$ cat src/ima_enc_pkg.sv
package ima_enc_pkg;

  localparam int unsigned IdxMax = 88;
  localparam logic [6:0] IDX_MAX = 7'(IdxMax);

  localparam logic [15:0] PRED_MAX = 16'h7FFF;  // 32767
  localparam logic [15:0] PRED_MIN = 16'h8000;  // -32768

  // Header beat positions within the four-byte block header.
  localparam logic [1:0] HDR_LO   = 2'd0;
  localparam logic [1:0] HDR_HI   = 2'd1;
  localparam logic [1:0] HDR_IDX  = 2'd2;
  localparam logic [1:0] HDR_ZERO = 2'd3;

  // One output beat.
  typedef struct packed {
    logic [7:0] out_byte;
    logic       run_last;
    logic       block_end;
  } out_beat_t;

  // Result of quantizing one sample against the current predictor.
  typedef struct packed {
    logic [3:0]  code;
    logic [15:0] predictor;
    logic [6:0]  step_index;
  } quant_t;

  // Standard 89-entry IMA step size table.
  function automatic logic [14:0] step_size(input logic [6:0] idx);
    logic [14:0] s;
    case (idx)
      7'd0:  s = 15'd7;     7'd1:  s = 15'd8;     7'd2:  s = 15'd9;     7'd3:  s = 15'd10;
      7'd4:  s = 15'd11;    7'd5:  s = 15'd12;    7'd6:  s = 15'd13;    7'd7:  s = 15'd14;
      7'd8:  s = 15'd16;    7'd9:  s = 15'd17;    7'd10: s = 15'd19;    7'd11: s = 15'd21;
      7'd12: s = 15'd23;    7'd13: s = 15'd25;    7'd14: s = 15'd28;    7'd15: s = 15'd31;
      7'd16: s = 15'd34;    7'd17: s = 15'd37;    7'd18: s = 15'd41;    7'd19: s = 15'd45;
      7'd20: s = 15'd50;    7'd21: s = 15'd55;    7'd22: s = 15'd60;    7'd23: s = 15'd66;
      7'd24: s = 15'd73;    7'd25: s = 15'd80;    7'd26: s = 15'd88;    7'd27: s = 15'd97;
      7'd28: s = 15'd107;   7'd29: s = 15'd118;   7'd30: s = 15'd130;   7'd31: s = 15'd143;
      7'd32: s = 15'd157;   7'd33: s = 15'd173;   7'd34: s = 15'd190;   7'd35: s = 15'd209;
      7'd36: s = 15'd230;   7'd37: s = 15'd253;   7'd38: s = 15'd279;   7'd39: s = 15'd307;
      7'd40: s = 15'd337;   7'd41: s = 15'd371;   7'd42: s = 15'd408;   7'd43: s = 15'd449;
      7'd44: s = 15'd494;   7'd45: s = 15'd544;   7'd46: s = 15'd598;   7'd47: s = 15'd658;
      7'd48: s = 15'd724;   7'd49: s = 15'd796;   7'd50: s = 15'd876;   7'd51: s = 15'd963;
      7'd52: s = 15'd1060;  7'd53: s = 15'd1166;  7'd54: s = 15'd1282;  7'd55: s = 15'd1411;
      7'd56: s = 15'd1552;  7'd57: s = 15'd1707;  7'd58: s = 15'd1878;  7'd59: s = 15'd2066;
      7'd60: s = 15'd2272;  7'd61: s = 15'd2499;  7'd62: s = 15'd2749;  7'd63: s = 15'd3024;
      7'd64: s = 15'd3327;  7'd65: s = 15'd3660;  7'd66: s = 15'd4026;  7'd67: s = 15'd4428;
      7'd68: s = 15'd4871;  7'd69: s = 15'd5358;  7'd70: s = 15'd5894;  7'd71: s = 15'd6484;
      7'd72: s = 15'd7132;  7'd73: s = 15'd7845;  7'd74: s = 15'd8630;  7'd75: s = 15'd9493;
      7'd76: s = 15'd10442; 7'd77: s = 15'd11487; 7'd78: s = 15'd12635; 7'd79: s = 15'd13899;
      7'd80: s = 15'd15289; 7'd81: s = 15'd16818; 7'd82: s = 15'd18500; 7'd83: s = 15'd20350;
      7'd84: s = 15'd22385; 7'd85: s = 15'd24623; 7'd86: s = 15'd27086; 7'd87: s = 15'd29794;
      default: s = 15'd32767;
    endcase
    return s;
  endfunction

  // Step index adjustment for the magnitude bits of a code.
  function automatic logic [4:0] idx_adjust(input logic [2:0] mag);
    logic [4:0] a;
    case (mag)
      3'd4:    a = 5'sd2;
      3'd5:    a = 5'sd4;
      3'd6:    a = 5'sd6;
      3'd7:    a = 5'sd8;
      default: a = 5'b11111;  // minus one
    endcase
    return a;
  endfunction

endpackage

$ cat src/ima_enc_quant.sv
module ima_enc_quant (
  input  logic [15:0]           sample_i,
  input  logic [15:0]           predictor_i,
  input  logic [6:0]            step_index_i,
  output ima_enc_pkg::quant_t   res_o
);

  logic [14:0] step;
  logic [16:0] diff;
  logic        neg;
  logic [16:0] mag0, mag1, mag2;
  logic        b2, b1, b0;
  logic [15:0] rec;
  logic [17:0] np;
  logic [7:0]  ni;
  logic [4:0]  adj;

  always_comb begin
    step = ima_enc_pkg::step_size(step_index_i);
    diff = {sample_i[15], sample_i} - {predictor_i[15], predictor_i};
    neg  = diff[16];
    mag0 = neg ? (~diff + 17'd1) : diff;

    // Three compare steps against step, step/2 and step/4; the first two subtract.
    b2   = mag0 >= {2'b0, step};
    mag1 = b2 ? (mag0 - {2'b0, step}) : mag0;
    b1   = mag1 >= {3'b0, step[14:1]};
    mag2 = b1 ? (mag1 - {3'b0, step[14:1]}) : mag1;
    b0   = mag2 >= {4'b0, step[14:2]};

    rec = {4'b0, step[14:3]}
        + (b2 ? {1'b0, step} : 16'd0)
        + (b1 ? {2'b0, step[14:1]} : 16'd0)
        + (b0 ? {3'b0, step[14:2]} : 16'd0);

    np = neg ? ({{2{predictor_i[15]}}, predictor_i} - {2'b0, rec})
             : ({{2{predictor_i[15]}}, predictor_i} + {2'b0, rec});

    res_o.code = {neg, b2, b1, b0};
    if (np[17:15] == 3'b000 || np[17:15] == 3'b111) begin
      res_o.predictor = np[15:0];
    end else if (np[17]) begin
      res_o.predictor = ima_enc_pkg::PRED_MIN;
    end else begin
      res_o.predictor = ima_enc_pkg::PRED_MAX;
    end

    adj = ima_enc_pkg::idx_adjust({b2, b1, b0});
    ni  = {1'b0, step_index_i} + {{3{adj[4]}}, adj};
    if (ni[7]) begin
      res_o.step_index = 7'd0;
    end else if (ni[6:0] > ima_enc_pkg::IDX_MAX) begin
      res_o.step_index = ima_enc_pkg::IDX_MAX;
    end else begin
      res_o.step_index = ni[6:0];
    end
  end

endmodule

$ cat src/ima_enc_obuf.sv
module ima_enc_obuf (
  input  logic                      clk_i,
  input  logic                      rst_ni,
  input  logic                      load_i,
  input  ima_enc_pkg::out_beat_t    beat_i,
  output logic                      free_o,
  output logic                      out_valid_o,
  input  logic                      out_ready_i,
  output logic [7:0]                out_byte_o,
  output logic                      run_last_o,
  output logic                      block_end_o
);

  logic                   valid_q, valid_d;
  ima_enc_pkg::out_beat_t beat_q;

  // The register can take a new beat when empty or when its beat leaves now.
  assign free_o  = !valid_q || out_ready_i;
  assign valid_d = load_i || (valid_q && !out_ready_i);

  always_ff @(posedge clk_i or negedge rst_ni) begin
    if (!rst_ni) begin
      valid_q <= 1'b0;
    end else begin
      valid_q <= valid_d;
    end
  end

  always_ff @(posedge clk_i) begin
    if (load_i) begin
      beat_q <= beat_i;
    end
  end

  assign out_valid_o = valid_q;
  assign out_byte_o  = beat_q.out_byte;
  assign run_last_o  = beat_q.run_last;
  assign block_end_o = beat_q.block_end;

endmodule

$ cat src/ima_adpcm_block_encoder_core.sv
// IMA ADPCM block encoder. Signed 16-bit PCM samples enter one beat at a time
// and leave as a byte stream of IMA ADPCM blocks. A sample flagged as first of
// its block loads the predictor and produces a four-byte header (sample low
// byte, sample high byte, current step index, zero); the step index carries
// over between blocks. Every other sample is quantized to a 4-bit code, and
// two codes are packed per byte with the earlier code in the low nibble. A
// block that ends on a low nibble emits that nibble alone. An item with kind
// set clears the predictor and step index and produces no output. Timing: an
// accepted item sits in an input register, the combinational quantizer works
// on it and its result lands in the single output register. A header sample
// stays in the input register until all four header bytes have gone out, one
// byte at a time. Accepted items therefore flow at one per cycle outside
// headers, while the output side keeps up.
module ima_adpcm_block_encoder_core (
  input  logic        clk_i,
  input  logic        rst_ni,

  input  logic        in_valid_i,
  output logic        in_ready_o,
  input  logic        kind_i,
  input  logic [15:0] sample_i,
  input  logic        first_of_block_i,
  input  logic        last_of_block_i,

  output logic        out_valid_o,
  input  logic        out_ready_i,
  output logic [7:0]  out_byte_o,
  output logic        run_last_o,
  output logic        block_end_o
);

  // Input register holding the item under work.
  logic        in_valid_q, in_valid_d;
  logic        kind_q, first_q, last_q;
  logic [15:0] sample_q;

  // Encoder state.
  logic [15:0] predictor_q, predictor_d;
  logic [6:0]  step_index_q, step_index_d;
  logic        expect_lo_q, expect_lo_d;
  logic [3:0]  held_q, held_d;

  // Header beat counter.
  logic [1:0]  hdr_beat_q, hdr_beat_d;

  ima_enc_pkg::quant_t    quant;
  ima_enc_pkg::out_beat_t beat;
  logic                   slot_free;
  logic                   emit;
  logic                   consume;
  logic                   in_accept;

  ima_enc_quant u_quant (
    .sample_i     (sample_q),
    .predictor_i  (predictor_q),
    .step_index_i (step_index_q),
    .res_o        (quant)
  );

  ima_enc_obuf u_obuf (
    .clk_i       (clk_i),
    .rst_ni      (rst_ni),
    .load_i      (emit),
    .beat_i      (beat),
    .free_o      (slot_free),
    .out_valid_o (out_valid_o),
    .out_ready_i (out_ready_i),
    .out_byte_o  (out_byte_o),
    .run_last_o  (run_last_o),
    .block_end_o (block_end_o)
  );

  // Decide what the item in the input register does this cycle. Encoder state
  // is only updated when the item is consumed, the header beat counter when a
  // header beat is sent, so a stalled output just holds everything in place.
  always_comb begin
    emit         = 1'b0;
    consume      = 1'b0;
    beat         = '0;
    predictor_d  = predictor_q;
    step_index_d = step_index_q;
    expect_lo_d  = expect_lo_q;
    held_d       = held_q;
    hdr_beat_d   = hdr_beat_q;

    if (in_valid_q) begin
      if (kind_q) begin
        // A clear item touches only the predictor and step index.
        consume      = 1'b1;
        predictor_d  = '0;
        step_index_d = '0;
      end else if (first_q) begin
        // Header: four beats, the last one retires the item.
        case (hdr_beat_q)
          ima_enc_pkg::HDR_LO:   beat.out_byte = sample_q[7:0];
          ima_enc_pkg::HDR_HI:   beat.out_byte = sample_q[15:8];
          ima_enc_pkg::HDR_IDX:  beat.out_byte = {1'b0, step_index_q};
          default:               beat.out_byte = 8'h00;
        endcase
        beat.run_last  = (hdr_beat_q == ima_enc_pkg::HDR_ZERO);
        beat.block_end = (hdr_beat_q == ima_enc_pkg::HDR_ZERO) && last_q;
        if (slot_free) begin
          emit       = 1'b1;
          hdr_beat_d = hdr_beat_q + 2'd1;
          if (hdr_beat_q == ima_enc_pkg::HDR_ZERO) begin
            consume     = 1'b1;
            predictor_d = sample_q;
            expect_lo_d = 1'b1;
            held_d      = '0;
          end
        end
      end else if (expect_lo_q && !last_q) begin
        // Low nibble waits for its partner; nothing goes out.
        consume      = 1'b1;
        predictor_d  = quant.predictor;
        step_index_d = quant.step_index;
        held_d       = quant.code;
        expect_lo_d  = 1'b0;
      end else begin
        if (expect_lo_q) begin
          // Block ends on a low nibble: it goes out alone.
          beat.out_byte  = {4'h0, quant.code};
          beat.run_last  = 1'b1;
          beat.block_end = 1'b1;
        end else begin
          beat.out_byte  = {quant.code, held_q};
          beat.run_last  = 1'b1;
          beat.block_end = last_q;
        end
        if (slot_free) begin
          emit         = 1'b1;
          consume      = 1'b1;
          predictor_d  = quant.predictor;
          step_index_d = quant.step_index;
          held_d       = '0;
          expect_lo_d  = 1'b1;
        end
      end
    end
  end

  assign in_ready_o = !in_valid_q || consume;
  assign in_accept  = in_valid_i && in_ready_o;
  assign in_valid_d = in_accept || (in_valid_q && !consume);

  always_ff @(posedge clk_i or negedge rst_ni) begin
    if (!rst_ni) begin
      in_valid_q   <= 1'b0;
      predictor_q  <= '0;
      step_index_q <= '0;
      expect_lo_q  <= 1'b0;
      held_q       <= '0;
      hdr_beat_q   <= ima_enc_pkg::HDR_LO;
    end else begin
      in_valid_q   <= in_valid_d;
      predictor_q  <= predictor_d;
      step_index_q <= step_index_d;
      expect_lo_q  <= expect_lo_d;
      held_q       <= held_d;
      hdr_beat_q   <= hdr_beat_d;
    end
  end

  // Item payload needs no reset; it is only looked at while valid.
  always_ff @(posedge clk_i) begin
    if (in_accept) begin
      kind_q   <= kind_i;
      sample_q <= sample_i;
      first_q  <= first_of_block_i;
      last_q   <= last_of_block_i;
    end
  end

endmodule
$ cat config.mk
export PLATFORM = sky130hd
export DESIGN_NAME = ima_adpcm_block_encoder_core
export DESIGN_NICKNAME = d
export VERILOG_FILES = /design/src/ima_enc_pkg.sv /design/src/ima_enc_quant.sv /design/src/ima_enc_obuf.sv /design/src/ima_adpcm_block_encoder_core.sv
export SDC_FILE = /design/constraint.sdc
export NUM_CORES = 1
export LEC_CHECK = 0
export BUFFER_PORTS_ARGS = -buffer_cell sky130_fd_sc_hd__clkbuf_2
export CAP_MARGIN = 20
export CORE_AREA = 2 2 131 133
export CTS_BUF_LIST = sky130_fd_sc_hd__clkbuf_4
export CTS_CLUSTER_SIZE = 8
export DETAILED_ROUTE_END_ITERATION = 8
export DIE_AREA = 0 0 133 135
export GPL_TIMING_DRIVEN = 0
export PLACE_DENSITY = 0.82
export REMOVE_ABC_BUFFERS = 1
export SETUP_SLACK_MARGIN = 0.02
export SLEW_MARGIN = 15
export SYNTH_ARGS = -nofsm -noshare
export SYNTH_HDL_FRONTEND = slang
export SYNTH_SLANG_ARGS = --single-unit
$ cat constraint.sdc
create_clock -name clk_i -period 28.8 [get_ports clk_i]
set_input_delay 2.88 -clock clk_i [delete_from_list [all_inputs] [get_ports clk_i]]
set_output_delay 2.88 -clock clk_i [all_outputs]
set_load 0.05 [all_outputs]
# Word level (Yosys, flattened, before mapping)
# Memories as Yosys holds them, arrays and structs flattened.
# Cells that the tools add are included.
# classes
n_addsub	11
n_eq_ne	13
n_lt_le_gt_ge	4
reduce_logical	24
n_mux	47
n_bitwise	3
# ops
operator	n
2-to-1 mux 16 bit	8
2-to-1 mux 17 bit	3
2-to-1 mux 7 bit	6
adder 16 bit	2
2-to-1 mux 10 bit	3
case mux 8 bit (3 select lines)	1
2-to-1 mux 4 bit	5
case mux 5 bit (4 select lines)	1
adder 16 x 17 -> 18 bit	1
2-to-1 mux 18 bit	1
subtractor 16 x 17 -> 18 bit	1
adder 17 x 1 -> 17 bit, second input constant	1
>= comparator 17 x 13 -> 1 bit	1
>= comparator 17 x 14 -> 1 bit	1
>= comparator 17 x 15 -> 1 bit	1
inverter 17 bit	1
subtractor 16 x 16 -> 17 bit	1
subtractor 17 x 14 -> 17 bit	1
subtractor 17 x 15 -> 17 bit	1
adder 12 x 16 -> 16 bit	1
2-to-1 mux 1 bit	16
== test 3 bit, second input constant	5
2-to-1 mux 15 bit	1
2-to-1 mux 14 bit	1
other kinds (21)	38
# word_totals
ff_bits	61
inputBits	23
output_inout_bits	12
word_cells	117
memories	1
rom_bits	1920
# mem_list
memory	depth	word_bits	rd	rd_ports_with_merged_regs	wr	line	rtl
(no name shown)	128	15	1	0	0	ima_enc_pkg.sv:32	case (idx)

# Depth between registers and ports, before layout
# Gate-level depths: netlist (run 1).
# logic_depth
word_depth	20
mapped_depth	81
ltp_nobuf	75

# Cells and area by module
# Synthesis (run 1) repeated with hierarchy kept, for this count alone.
# hier_totals
cells_unflattened	1432
area_unflattened_um2	11115.7
# by_module_without_submodules
module	area_per_inst_um2	cells_each	seq_area_each_um2	n_inst
ima_enc_quant	8242.9	1207	0.0	1
ima_adpcm_block_encoder_core	2524.9	212	1346.3	1
ima_enc_obuf	347.8	13	325.3	1

# Worst setup path after synthesis (run 1)
# OpenSTA, ideal clock, no wires.
# synth_path
path_type	reg-to-reg
startpoint	reg sample_q[0]
endpoint	reg predictor_q[4]
setup_slack_ps	13331
period_less_slack_ps	15469
stages_incl_launch_ff	79
setup_ps	121
required_ps	28679
arrival_ps	15348
path_buffers	4
cell_sequence	edfxtp_1 > inv_1 > ha_1 > fa_1 > nand2b_1 > a21oi_2 > o211a_1 > o21ai_2 > a31oi_1 > clkbuf_1 > a21oi_1 > xnor2_1 > ha_1 > a21o_1 > a21oi_1 > nor2b_1 > o31ai_1 > nand4b_1 > (+43 left out) > nor4b_1 > nor2b_1 > a31oi_1 > xnor2_1 > ha_1 > nand3_1 > nor2_1 > a211oi_1 > inv_1 > o2111a_1 > o32a_1 > xnor2_1 > a21oi_1 > o211ai_1 > nand2b_1 > clkbuf_1 > o311ai_0 > a22o_1
# synth_via
elab_chain_cells	20
word_cells_on_any_way	29
classes_between	9 x add/sub; 3 x order compare; 1 x eq/ne; 13 x mux; 1 x bitwise; 2 x reduce/logical
# synth_rtl
item	line	rtl
from (decl)	ima_adpcm_block_encoder_core.sv:35	logic [15:0] sample_q;
from (signal assigned)	ima_adpcm_block_encoder_core.sv:168	sample_q <= sample_i;
subtractor 16 x 16 -> 17 bit *	ima_enc_quant.sv:20	diff = {sample_i[15], sample_i} - {predictor_i[15], predictor_i};
inverter 17 bit	ima_enc_quant.sv:22	mag0 = neg ? (~diff + 17'd1) : diff;
adder 17 x 1 -> 17 bit	ima_enc_quant.sv:22	
2-to-1 mux 17 bit	ima_enc_quant.sv:22	
subtractor 17 x 15 -> 17 bit or >= comparator 17 x 15 -> 1 bit (tied branches)	ima_enc_quant.sv:26, ima_enc_quant.sv:25	
2-to-1 mux 17 bit	ima_enc_quant.sv:26	mag1 = b2 ? (mag0 - {2'b0, step}) : mag0;
subtractor 17 x 14 -> 17 bit or >= comparator 17 x 14 -> 1 bit (tied branches)	ima_enc_quant.sv:28, ima_enc_quant.sv:27	
2-to-1 mux 17 bit	ima_enc_quant.sv:28	mag2 = b1 ? (mag1 - {3'b0, step[14:1]}) : mag1;
(+4 left out)	n/a	
2-to-1 mux 18 bit *	ima_enc_quant.sv:36	np = neg ? ({{2{predictor_i[15]}}, predictor_i} - {2'b0, rec})
== test 3 bit or logical NOT 3 bit (tied branches)	ima_enc_quant.sv:40	if (np[17:15] == 3'b000 || np[17:15] == 3'b111) begin
logical OR 1 bit	ima_enc_quant.sv:40	
2-to-1 mux 16 bit *	ima_enc_quant.sv:40	
2-to-1 mux 16 bit	ima_adpcm_block_encoder_core.sv:130	if (slot_free) begin
2-to-1 mux 16 bit *	ima_adpcm_block_encoder_core.sv:112	end else if (expect_lo_q && !last_q) begin
2-to-1 mux 16 bit *	ima_adpcm_block_encoder_core.sv:92	end else if (first_q) begin
2-to-1 mux 16 bit *	ima_adpcm_block_encoder_core.sv:87	if (kind_q) begin
to (signal assigned)	ima_adpcm_block_encoder_core.sv:156	predictor_q <= predictor_d;
to (decl)	ima_adpcm_block_encoder_core.sv:38	logic [15:0] predictor_q, predictor_d;
# Mark *: on every way between the ends. The rest lies on a longest branch, timed or not. The select of a mux whose other input is x is not followed.
# A chain may end at the register's enable or synchronous reset.

# Worst setup path after layout (run 1)
# layout_path
startpoint	reg step_index_q[2]
endpoint	reg predictor_q[5]
# layout_via
elab_chain_cells	17
word_cells_on_any_way	26
classes_between	7 x add/sub; 3 x order compare; 1 x eq/ne; 12 x mux; 2 x reduce/logical; 1 x memory
# layout_rtl
item	line	rtl
from (decl)	ima_adpcm_block_encoder_core.sv:39	logic [6:0] step_index_q, step_index_d;
from (signal assigned)	ima_adpcm_block_encoder_core.sv:157	step_index_q <= step_index_d;
memory read (128 x 15 bit) *	n/a	
subtractor 17 x 15 -> 17 bit or >= comparator 17 x 15 -> 1 bit (tied branches)	ima_enc_quant.sv:26, ima_enc_quant.sv:25	
2-to-1 mux 17 bit	ima_enc_quant.sv:26	
subtractor 17 x 14 -> 17 bit or >= comparator 17 x 14 -> 1 bit (tied branches)	ima_enc_quant.sv:28, ima_enc_quant.sv:27	
2-to-1 mux 17 bit	ima_enc_quant.sv:28	
>= comparator 17 x 13 -> 1 bit	ima_enc_quant.sv:29	b0 = mag2 >= {4'b0, step[14:2]};
2-to-1 mux 13 bit	ima_enc_quant.sv:34	+ (b0 ? {3'b0, step[14:2]} : 16'd0);
adder 16 bit *	ima_enc_quant.sv:34	
adder 16 x 17 -> 18 bit or subtractor 16 x 17 -> 18 bit (tied branches)	ima_enc_quant.sv:37, ima_enc_quant.sv:36	
2-to-1 mux 18 bit *	ima_enc_quant.sv:36	
== test 3 bit or logical NOT 3 bit (tied branches)	ima_enc_quant.sv:40	
logical OR 1 bit	ima_enc_quant.sv:40	
2-to-1 mux 16 bit *	ima_enc_quant.sv:40	
2-to-1 mux 16 bit	ima_adpcm_block_encoder_core.sv:130	
2-to-1 mux 16 bit *	ima_adpcm_block_encoder_core.sv:112	
2-to-1 mux 16 bit *	ima_adpcm_block_encoder_core.sv:92	
2-to-1 mux 16 bit *	ima_adpcm_block_encoder_core.sv:87	
# Marks and branches as above.

==> results of run 1 <==
## logic make-up (layout without fill, tap and decap cells)
family,Yosys count,count (layout),share of synthesized area [%]
AO/OA/AOI/OAI,447,447,28.0
multiplexers,21,21,2.44
AND/OR/NAND/NOR,442,442,19.9
XOR/XNOR,86,86,7.16
buffers and inverters,167,168,6.00
adder cells (fa/ha/maj),159,159,20.8
flip-flops,61,61,15.7
## routing by layer
layer	up-vias	GRT usage, %
met5	-	0
met3	90	4.65
met2	453	54.1
li1	5003	-
met1	4892	42.2
met4	0	11.9
## worst reg2reg max path: cells and delay by family, from the launching register on
family	cells	cell delay, ns
compound gates	33	8.26
xor+xnor	3	0.50
fa+ha+maj	9	3.35
buf+inv	5	2.06
flops	1	0.88
mux	2	0.94
simple gates	15	3.38
## final cells by class
class,instances,area share [%]
clock buffer,11,0.744
clock inverter,5,0.462
inverter,112,3.81
multi-input combinational,1155,75.2
sequential,61,15.1
tap,220,2.48
timing repair buffer,40,2.20
## cells in the mapped netlist, types with 11 or more instances
cell type  count  share of area, %
mux2_2        15               1.6
xnor2_1       57               4.7
edfxtp_1      29               8.2
dfrtp_1       32               7.5
nor2_1       170               6.0
fa_1          30               5.7
nand3_1       30               1.4
o211ai_1      18               1.3
o21ai_0       89               4.2
ha_1         129                15
a21oi_1      129               6.1
a21o_1        25               1.8
a22o_1        15               1.2
o21a_1        17               1.2
nand2b_1      20               1.2
xor2_1        28               2.3
nand2_1      102               3.6
o21bai_1      11              0.78
inv_1        109               3.9
a31oi_1       18               1.1
clkbuf_1      44               1.6
nor3_1        27               1.3
nor2b_1       25               1.5
## state kept, by name, indices dropped and copies added, names as in the netlist, 2 cells and up
register	flops
u_obuf.out_byte_o	8
held_q	4
predictor_q	16
sample_q	16
hdr_beat_q	2
step_index_q	7
## worst paths after layout
path / start / endpoint / slack [ns] / cells past startpoint
worst max-delay path: step_index_q[2] / predictor_q[5] / 9.31 / 67
worst min-delay path: held_q[2] / held_q[2] / 0.49 / 2
worst max register to register: step_index_q[2] / predictor_q[5] / 9.31 / 67
worst min register to register: held_q[2] / held_q[2] / 0.49 / 2
max in group asynchronous: rst_ni / step_index_q[2] / 25.63 / 1
min in group asynchronous: rst_ni / predictor_q[9] / 2.53 / 1
## through the flow
stage	std cells	cell area, sq um
detailed placement	1585	10900
global placement	1582	10900
CTS	1601	11100
global route	1604	11100
floorplan	1328	10400
finish	1604	11100
==> results.cfg, run 1 <==
[worst_setup_path]
critPathSlowestCell = dfrtp_2
crit_required_ns = 29.11
cp_common_cell = a21oi_1
cp-start-kind = flip-flop
arrival_ns = 19.80
slowest_delay_ns = 0.88
setup.worst_path.end_class = flip-flop
path_buf_inv = 5
critPathMaxFanout = 43
path_class = reg2reg
critPathTopFamily = compound AO/OA/AOI/OAI gates

[synth]
synth_enable_flop_cells = 29
ys_warn_count = 0
ys_seq_area_share_pct = 15.7
synth_seq_cells = 61
syn_avg_cell_area_sq_um = 7.68
syn_area_sq_um = 10600
async_flop_share_pct = 52.5
ys.flop_type = dfrtp_1
synth_cells = 1383
yosysUniqueCellTypes = 98

[global_route]
antenna_found_initial = 0
grt_pass1_vias = 9736
grt_overflow_total = 0
grt_pass1_wl_um = 47200
track_usage_pct = 32.1
grt_max_degree = 59

[timing]
maxSlewViolCount = 0
min_period_ns = 19.49
hold_violations = 0
slew_headroom_pct = 31.6
timing.fmax_ghz = 0.0513
hold-worst-slack_ns = 0.493
rsz0062_at_grt = false
timing.final.crit_share_pct = 67.7
setup_violations = 0
setup_slack_ns = 9.31
tns_ns = 0
tightest_slew_ns = 1.03
clock_skew_ns = 0.0184

[cells_and_area]
final_cell_mix = nor2_1 (170), a21oi_1 (129), ha_1 (129)
regArea_sq_um = 1680
fill_cells = 1438
nets = 1561
finish.utilization_pct = 67.6
mostFrequentLayoutCell = nor2_1
area_growth_pct = 4.42
multiInputGateArea_sq_um = 8340
drive_above_1_share_pct = 7.80
n_antenna_cell = 0

[route]
routedWlPerCell_um = 17.9
route.detailed.drc = 0
ant_nets = 0
wl_met2_um = 13500
wirelength_um = 28700
vias = 10438
routed_via_density = 6.51
drtIter0Drc = 902
wl_met3_um = 2310
wl_met1_um = 11900
drtPass1Iterations = 7
route.top_layer_used = met4

[placed_design]
dp_slack_ns = 8.97
port_buffers = 34
dpl.hpwl_um = 22300
gp_congestion = 1.02

[clocking]
hold_buffers = 0
cts_num_sinks = 61
post_cts_resized = 0
clkTransAtPathRegs_ns = 0.11
clk_path_buf_depth = 2
cts_tree = yes
h-tree-depth = 3
cts_made_buffers = 9
insertion_delay_ns = 0.43
cts-root-buf = clkbuf_4
post-cts-setup-buffer-count = 0

[die]
die_w_um = 133
row_count = 47
ios = 35
core_area_sq_um = 16400
die_area_sq_um = 18000
fp.dieH_um = 135
start_util_pct = 64.8

[hold_path]
hp-class = reg2reg

[run]
cap_violations = 0

[run_status]
outcome = finished clean
Power of run 1 is left out: the tool's default activity adds up to more than one toggle a clock period on the data nets, which glitch-free logic cannot reach.
==> inputs of run 2 (changes only) <==
--- a/config.mk
+++ b/config.mk
@@ -7,13 +7,13 @@
 export LEC_CHECK = 0
 export BUFFER_PORTS_ARGS = -buffer_cell sky130_fd_sc_hd__clkbuf_2
 export CAP_MARGIN = 20
-export CORE_AREA = 2 2 131 133
+export CORE_AREA = 2 2 137 139
 export CTS_BUF_LIST = sky130_fd_sc_hd__clkbuf_4
 export CTS_CLUSTER_SIZE = 8
 export DETAILED_ROUTE_END_ITERATION = 8
-export DIE_AREA = 0 0 133 135
+export DIE_AREA = 0 0 139 141
 export GPL_TIMING_DRIVEN = 0
-export PLACE_DENSITY = 0.82
+export PLACE_DENSITY = 0.79
 export REMOVE_ABC_BUFFERS = 1
 export SETUP_SLACK_MARGIN = 0.02
 export SLEW_MARGIN = 15
==> constraint.sdc (replaced) <==
create_clock -name clk_i -period 15.6 [get_ports clk_i]
set_input_delay 1.56 -clock clk_i [delete_from_list [all_inputs] [get_ports clk_i]]
set_output_delay 1.56 -clock clk_i [all_outputs]
set_load 0.05 [all_outputs]
==> run 2 against run 1 <==
Net effect: sequential share of layout area down 1.5 points; flip-flop and latch count did not move; utilization up 0.30 points; clock-buffer cell count down 1; hold slack improved by 0.0084 ns; wire length up 12%; critical path type unchanged; via count up 5.3%; critical path depth grew 5; clock skew increased by 0.0045 ns; fmax rose by 27%; first-iteration DRC count increased by 20%; register-to-register slack worse by 9.1 ns.
==> results.cfg, run 2 (synthesized netlist as in run 1, its figures left out) <==
[global_route]
antenna_found_initial = 0
track_usage_pct = 30.5
grt_pass1_vias = 10081
grt_max_degree = 45
grt_overflow_total = 0
grt_pass1_wl_um = 49600

[cells_and_area]
drive_above_1_share_pct = 19.1
stdcell_count = 1688
n_antenna_cell = 0
mostFrequentLayoutCell = nor2_1
final_cell_mix = nor2_1 (168), ha_1 (114), a21oi_1 (113)
nets = 1631
area_growth_pct = 16.8

[timing]
slew_headroom_pct = 29.2
tightest_slew_ns = 1.06
tns_ns = 0
hold_violations = 0
rsz0062_at_grt = true
timing.final.crit_share_pct = 98.6
min_period_ns = 15.37
maxSlewViolCount = 0
clock_skew_ns = 0.0229
timing.fmax_ghz = 0.0650
setup_violations = 0

[route]
wirelength_um = 32100
vias = 10991
drtIter0Drc = 1085
drtPass1Iterations = 9
routed_via_density = 6.51
routedWlPerCell_um = 19.0
route.detailed.drc = 0
ant_nets = 0

[clocking]
cts-root-buf = clkbuf_4
insertion_delay_ns = 0.43
cts_tree = yes
cts_num_sinks = 61
cts_made_buffers = 9
h-tree-depth = 3
clkTransAtPathRegs_ns = 0.12
clk_path_buf_depth = 2
hold_buffers = 0

[worst_setup_path]
crit_required_ns = 15.92
r2r_start = sample_q[0]
slowest_delay_ns = 0.54
cp-start-kind = flip-flop
critPathMaxFanout = 20
arrival_ns = 15.69
setup.worst_path.end_class = flip-flop
path_class = reg2reg
rrSetupSlack_ns = 0.23
critPathSlowestCell = fa_1
reg2reg_to = predictor_q[4]
reg2reg_depth = 72

[placed_design]
dpl.hpwl_um = 22800
dp.cells = 1600
port_buffers = 34
gp_congestion = 0.957

[run]
cap_violations = 0

[die]
fp.dieH_um = 141
core_area_sq_um = 18300
ios = 35
row_count = 50
start_util_pct = 58.2
die_area_sq_um = 19600
die_w_um = 139

[hold_path]
min_from = held_q[1]
hp-class = reg2reg
holdPathEnd = held_q[1]
hold_path_depth = 2

[run_status]
outcome = finished clean
==> run 2: cell count changes in the layout (fill, tap and decap cells not counted), sizes merged <==
| cell | delta |
|---|---|
| nand2b | +1 |
| clkinv | -1 |
| nand3b | +1 |
| buf | +66 |
| clkbuf | -1 |
| bufinv | +1 |
| clkinvlp | +3 |
==> run 2: how the worst max path moves through the flow <==
stage / start / endpoint / slack, ns
finish: sample_q[0] / predictor_q[4] / 0.23
global route: sample_q[0] / predictor_q[4] / -0.34
CTS: sample_q[0] / predictor_q[3] / 0.05
detailed placement: step_index_q[2] / predictor_q[5] / -3.97
global placement: step_index_q[2] / predictor_q[5] / -5.04
floorplan: sample_q[0] / predictor_q[5] / -1.10
==> run 2: metal layers <==
layer  up-vias  global-route usage, %  part of all wire, %
met5         -                      0                    0
met4         0                   11.5                  3.5
met3       106                   4.25                  8.5
met2       551                   52.4                   48
met1      5192                   39.1                   40
li1       5142                      -                    -
==> run 2: what timing repair did <==
| item | 4_1_cts | 5_1_grt |
|---|---|---|
| pin swaps | 21 | 65 |
| setup endpoints to repair | 16 | 16 |
| gates cloned | 4 | 0 |
| resized for setup | 57 | 98 |
| buffers inserted | 28 | 41 |
==> run 2: area by class of cell <==
type,count,area (sq um)
Tap cell,234,293
Fill cell,1468,5860
Inverter,112,440
Timing Repair Buffer,106,800
Sequential cell,61,1690
Multi-Input combinational cell,1157,9010
Timing Repair inverter,2,13.8
Clock inverter,6,86.3
Clock buffer,10,75.1
==> run 2: metrics by stage <==
stage | hold WS (ns) | util [%] | setup WS [ns] | cell area, sq um
2_1_floorplan | 0.442 | - | -1.10 | 10400
5_1_grt | 0.528 | 67.9 | -0.341 | 12400
3_3_place_gp | 0.457 | 59.5 | -5.04 | 10900
3_5_place_dp | 0.471 | 60.0 | -3.97 | 11000
4_1_cts | 0.502 | 63.7 | 0.0472 | 11600
6_report | 0.502 | 67.9 | 0.225 | 12400
==> run 2: worst max-delay path, delay by kind of cell (launching register included) <==
family	cells	cell delay, ns
flops	1	0.42
fa+ha+maj	10	3.33
simple gates	15	2.56
compound gates	34	6.66
xor+xnor	4	0.81
buf+inv	8	1.11
mux	1	0.33
Power of run 2 is left out for the same reason.
==> inputs of run 3 (changes only) <==
--- a/config.mk
+++ b/config.mk
@@ -14,6 +14,7 @@
 export DIE_AREA = 0 0 139 141
 export GPL_TIMING_DRIVEN = 0
 export PLACE_DENSITY = 0.79
+export RECOVER_POWER = 50
 export REMOVE_ABC_BUFFERS = 1
 export SETUP_SLACK_MARGIN = 0.02
 export SLEW_MARGIN = 15
==> run 3 against run 2 <==
Net effect: the run now ends with max-capacitance violations, max-slew violations left; clock-buffer cell count unchanged; design area about the same; utilization decreased by 0.055 points; worst setup slack better by 0.0052 ns; sequential share of layout area is essentially flat; largest cell class unchanged; highest routed layer unchanged.
==> results.cfg, run 3 (synthesized netlist as in run 1, its figures left out) <==
[clocking]
clkTransAtPathRegs_ns = 0.12
cts_num_sinks = 61
clk_path_buf_depth = 2
insertion_delay_ns = 0.43
hold_buffers = 0
h-tree-depth = 3
cts_tree = yes
cts_made_buffers = 9
cts-root-buf = clkbuf_4

[run_status]
violations = max-capacitance violations, max-slew violations
outcome = complete, but fails checks

[timing]
slew_headroom_pct = -24.6
clock_skew_ns = 0.0249
setup_violations = 0
maxSlewViolCount = 33
timing.final.crit_share_pct = 98.5
rsz0062_at_grt = true
hold_violations = 0
setup_slack_ns = 0.231
min_period_ns = 15.37
tightest_slew_ns = 1.87
timing.fmax_ghz = 0.0651

[route]
ant_nets = 0
wirelength_um = 32200
drtIter0Drc = 1133
drtPass1Iterations = 8
vias = 10947
route.detailed.drc = 0
routedWlPerCell_um = 19.1
routed_via_density = 6.49

[worst_setup_path]
cp-startpoint = sample_q[0]
r2r_start = sample_q[0]
crit_required_ns = 15.91
cp_common_cell = a21o_1
arrival_ns = 15.68
slowest_delay_ns = 0.54
setup.worst_path.end_class = flip-flop
critPathMaxFanout = 8
critPathSlowestCell = fa_1
cp-start-kind = flip-flop
path_class = reg2reg

[hold_path]
hp-class = reg2reg
min_from = held_q[2]

[cells_and_area]
area_growth_pct = 16.7
mostFrequentLayoutCell = nor2_1
nets = 1631
n_antenna_cell = 0
final_cell_mix = nor2_1 (168), ha_1 (114), a21oi_1 (113)
drive_above_1_share_pct = 18.7

[die]
ios = 35
core_area_sq_um = 18300
fp.dieH_um = 141
die_w_um = 139
start_util_pct = 58.2
die_area_sq_um = 19600
row_count = 50

[global_route]
track_usage_pct = 30.5
grt_max_degree = 45
grt_overflow_total = 0
grt_pass1_vias = 10081
antenna_found_initial = 0
grt_pass1_wl_um = 49600

[placed_design]
gp_congestion = 0.957
port_buffers = 34
dpl.hpwl_um = 22800
dp_slack_ns = -3.97

[run]
cap_violations = 1
==> run 3: path summary, 6_finish.rpt <==
check	endpoint	slack, ns	depth (start not counted)
max	predictor_q[4]	0.23	71
min	held_q[2]	0.50	2
max reg2reg	predictor_q[4]	0.23	71
min reg2reg	held_q[2]	0.50	2
max in group asynchronous	step_index_q[4]	12.64	1
min in group asynchronous	predictor_q[1]	1.63	1
==> run 3: critical path: cells and delay by family, from the launching register on <==
kind,cells,cell delay (ns)
XOR/XNOR,4,0.88
AND/OR/NAND/NOR,17,3.00
multiplexers,1,0.33
buffers and inverters,6,0.76
AO/OA/AOI/OAI,33,6.56
flip-flops,1,0.42
adder cells (fa/ha/maj),10,3.27
==> run 3: metal layers <==
| metal | vias up | global-route usage (%) | part of all wire [%] |
|---|---|---|---|
| met1 | 5151 | 39.1 | 40 |
| met2 | 558 | 52.4 | 48 |
| met5 | - | 0 | 0 |
| li1 | 5143 | - | - |
| met3 | 95 | 4.25 | 8.2 |
| met4 | 0 | 11.5 | 3.2 |
==> run 3: what timing repair did <==
action,4_1_cts,5_1_grt
hold endpoints to repair,0,0
setup buffers,28,41
pin swaps,21,65
setup endpoints to repair,16,16
gates cloned,4,0
gates resized for setup,57,98
==> run 3: final cells by class <==
cell class | instances | area [sq um]
multi-input cells | 1157 | 9010
fillers | 1471 | 5870
flip-flops and latches | 61 | 1690
repair buffers | 106 | 795
inverters | 112 | 440
well taps | 234 | 293
clock inverters | 6 | 86.3
clock buffers | 10 | 75.1
repair inverters | 2 | 13.8
==> run 3: metrics by stage <==
step                cells  area (sq um)  hold WS (ns)  TNS (ns)  utilization [%]
floorplan            1328         10400         0.442    -14.62                -
global placement     1596         10900         0.457    -76.68             59.5
detailed placement   1600         11000         0.471    -59.55             60.0
CTS                  1648         11600         0.502         0             63.7
global route         1688         12400         0.528     -4.36             67.9
finish               1688         12400         0.504         0             67.9
Power of run 3 is left out for the same reason.
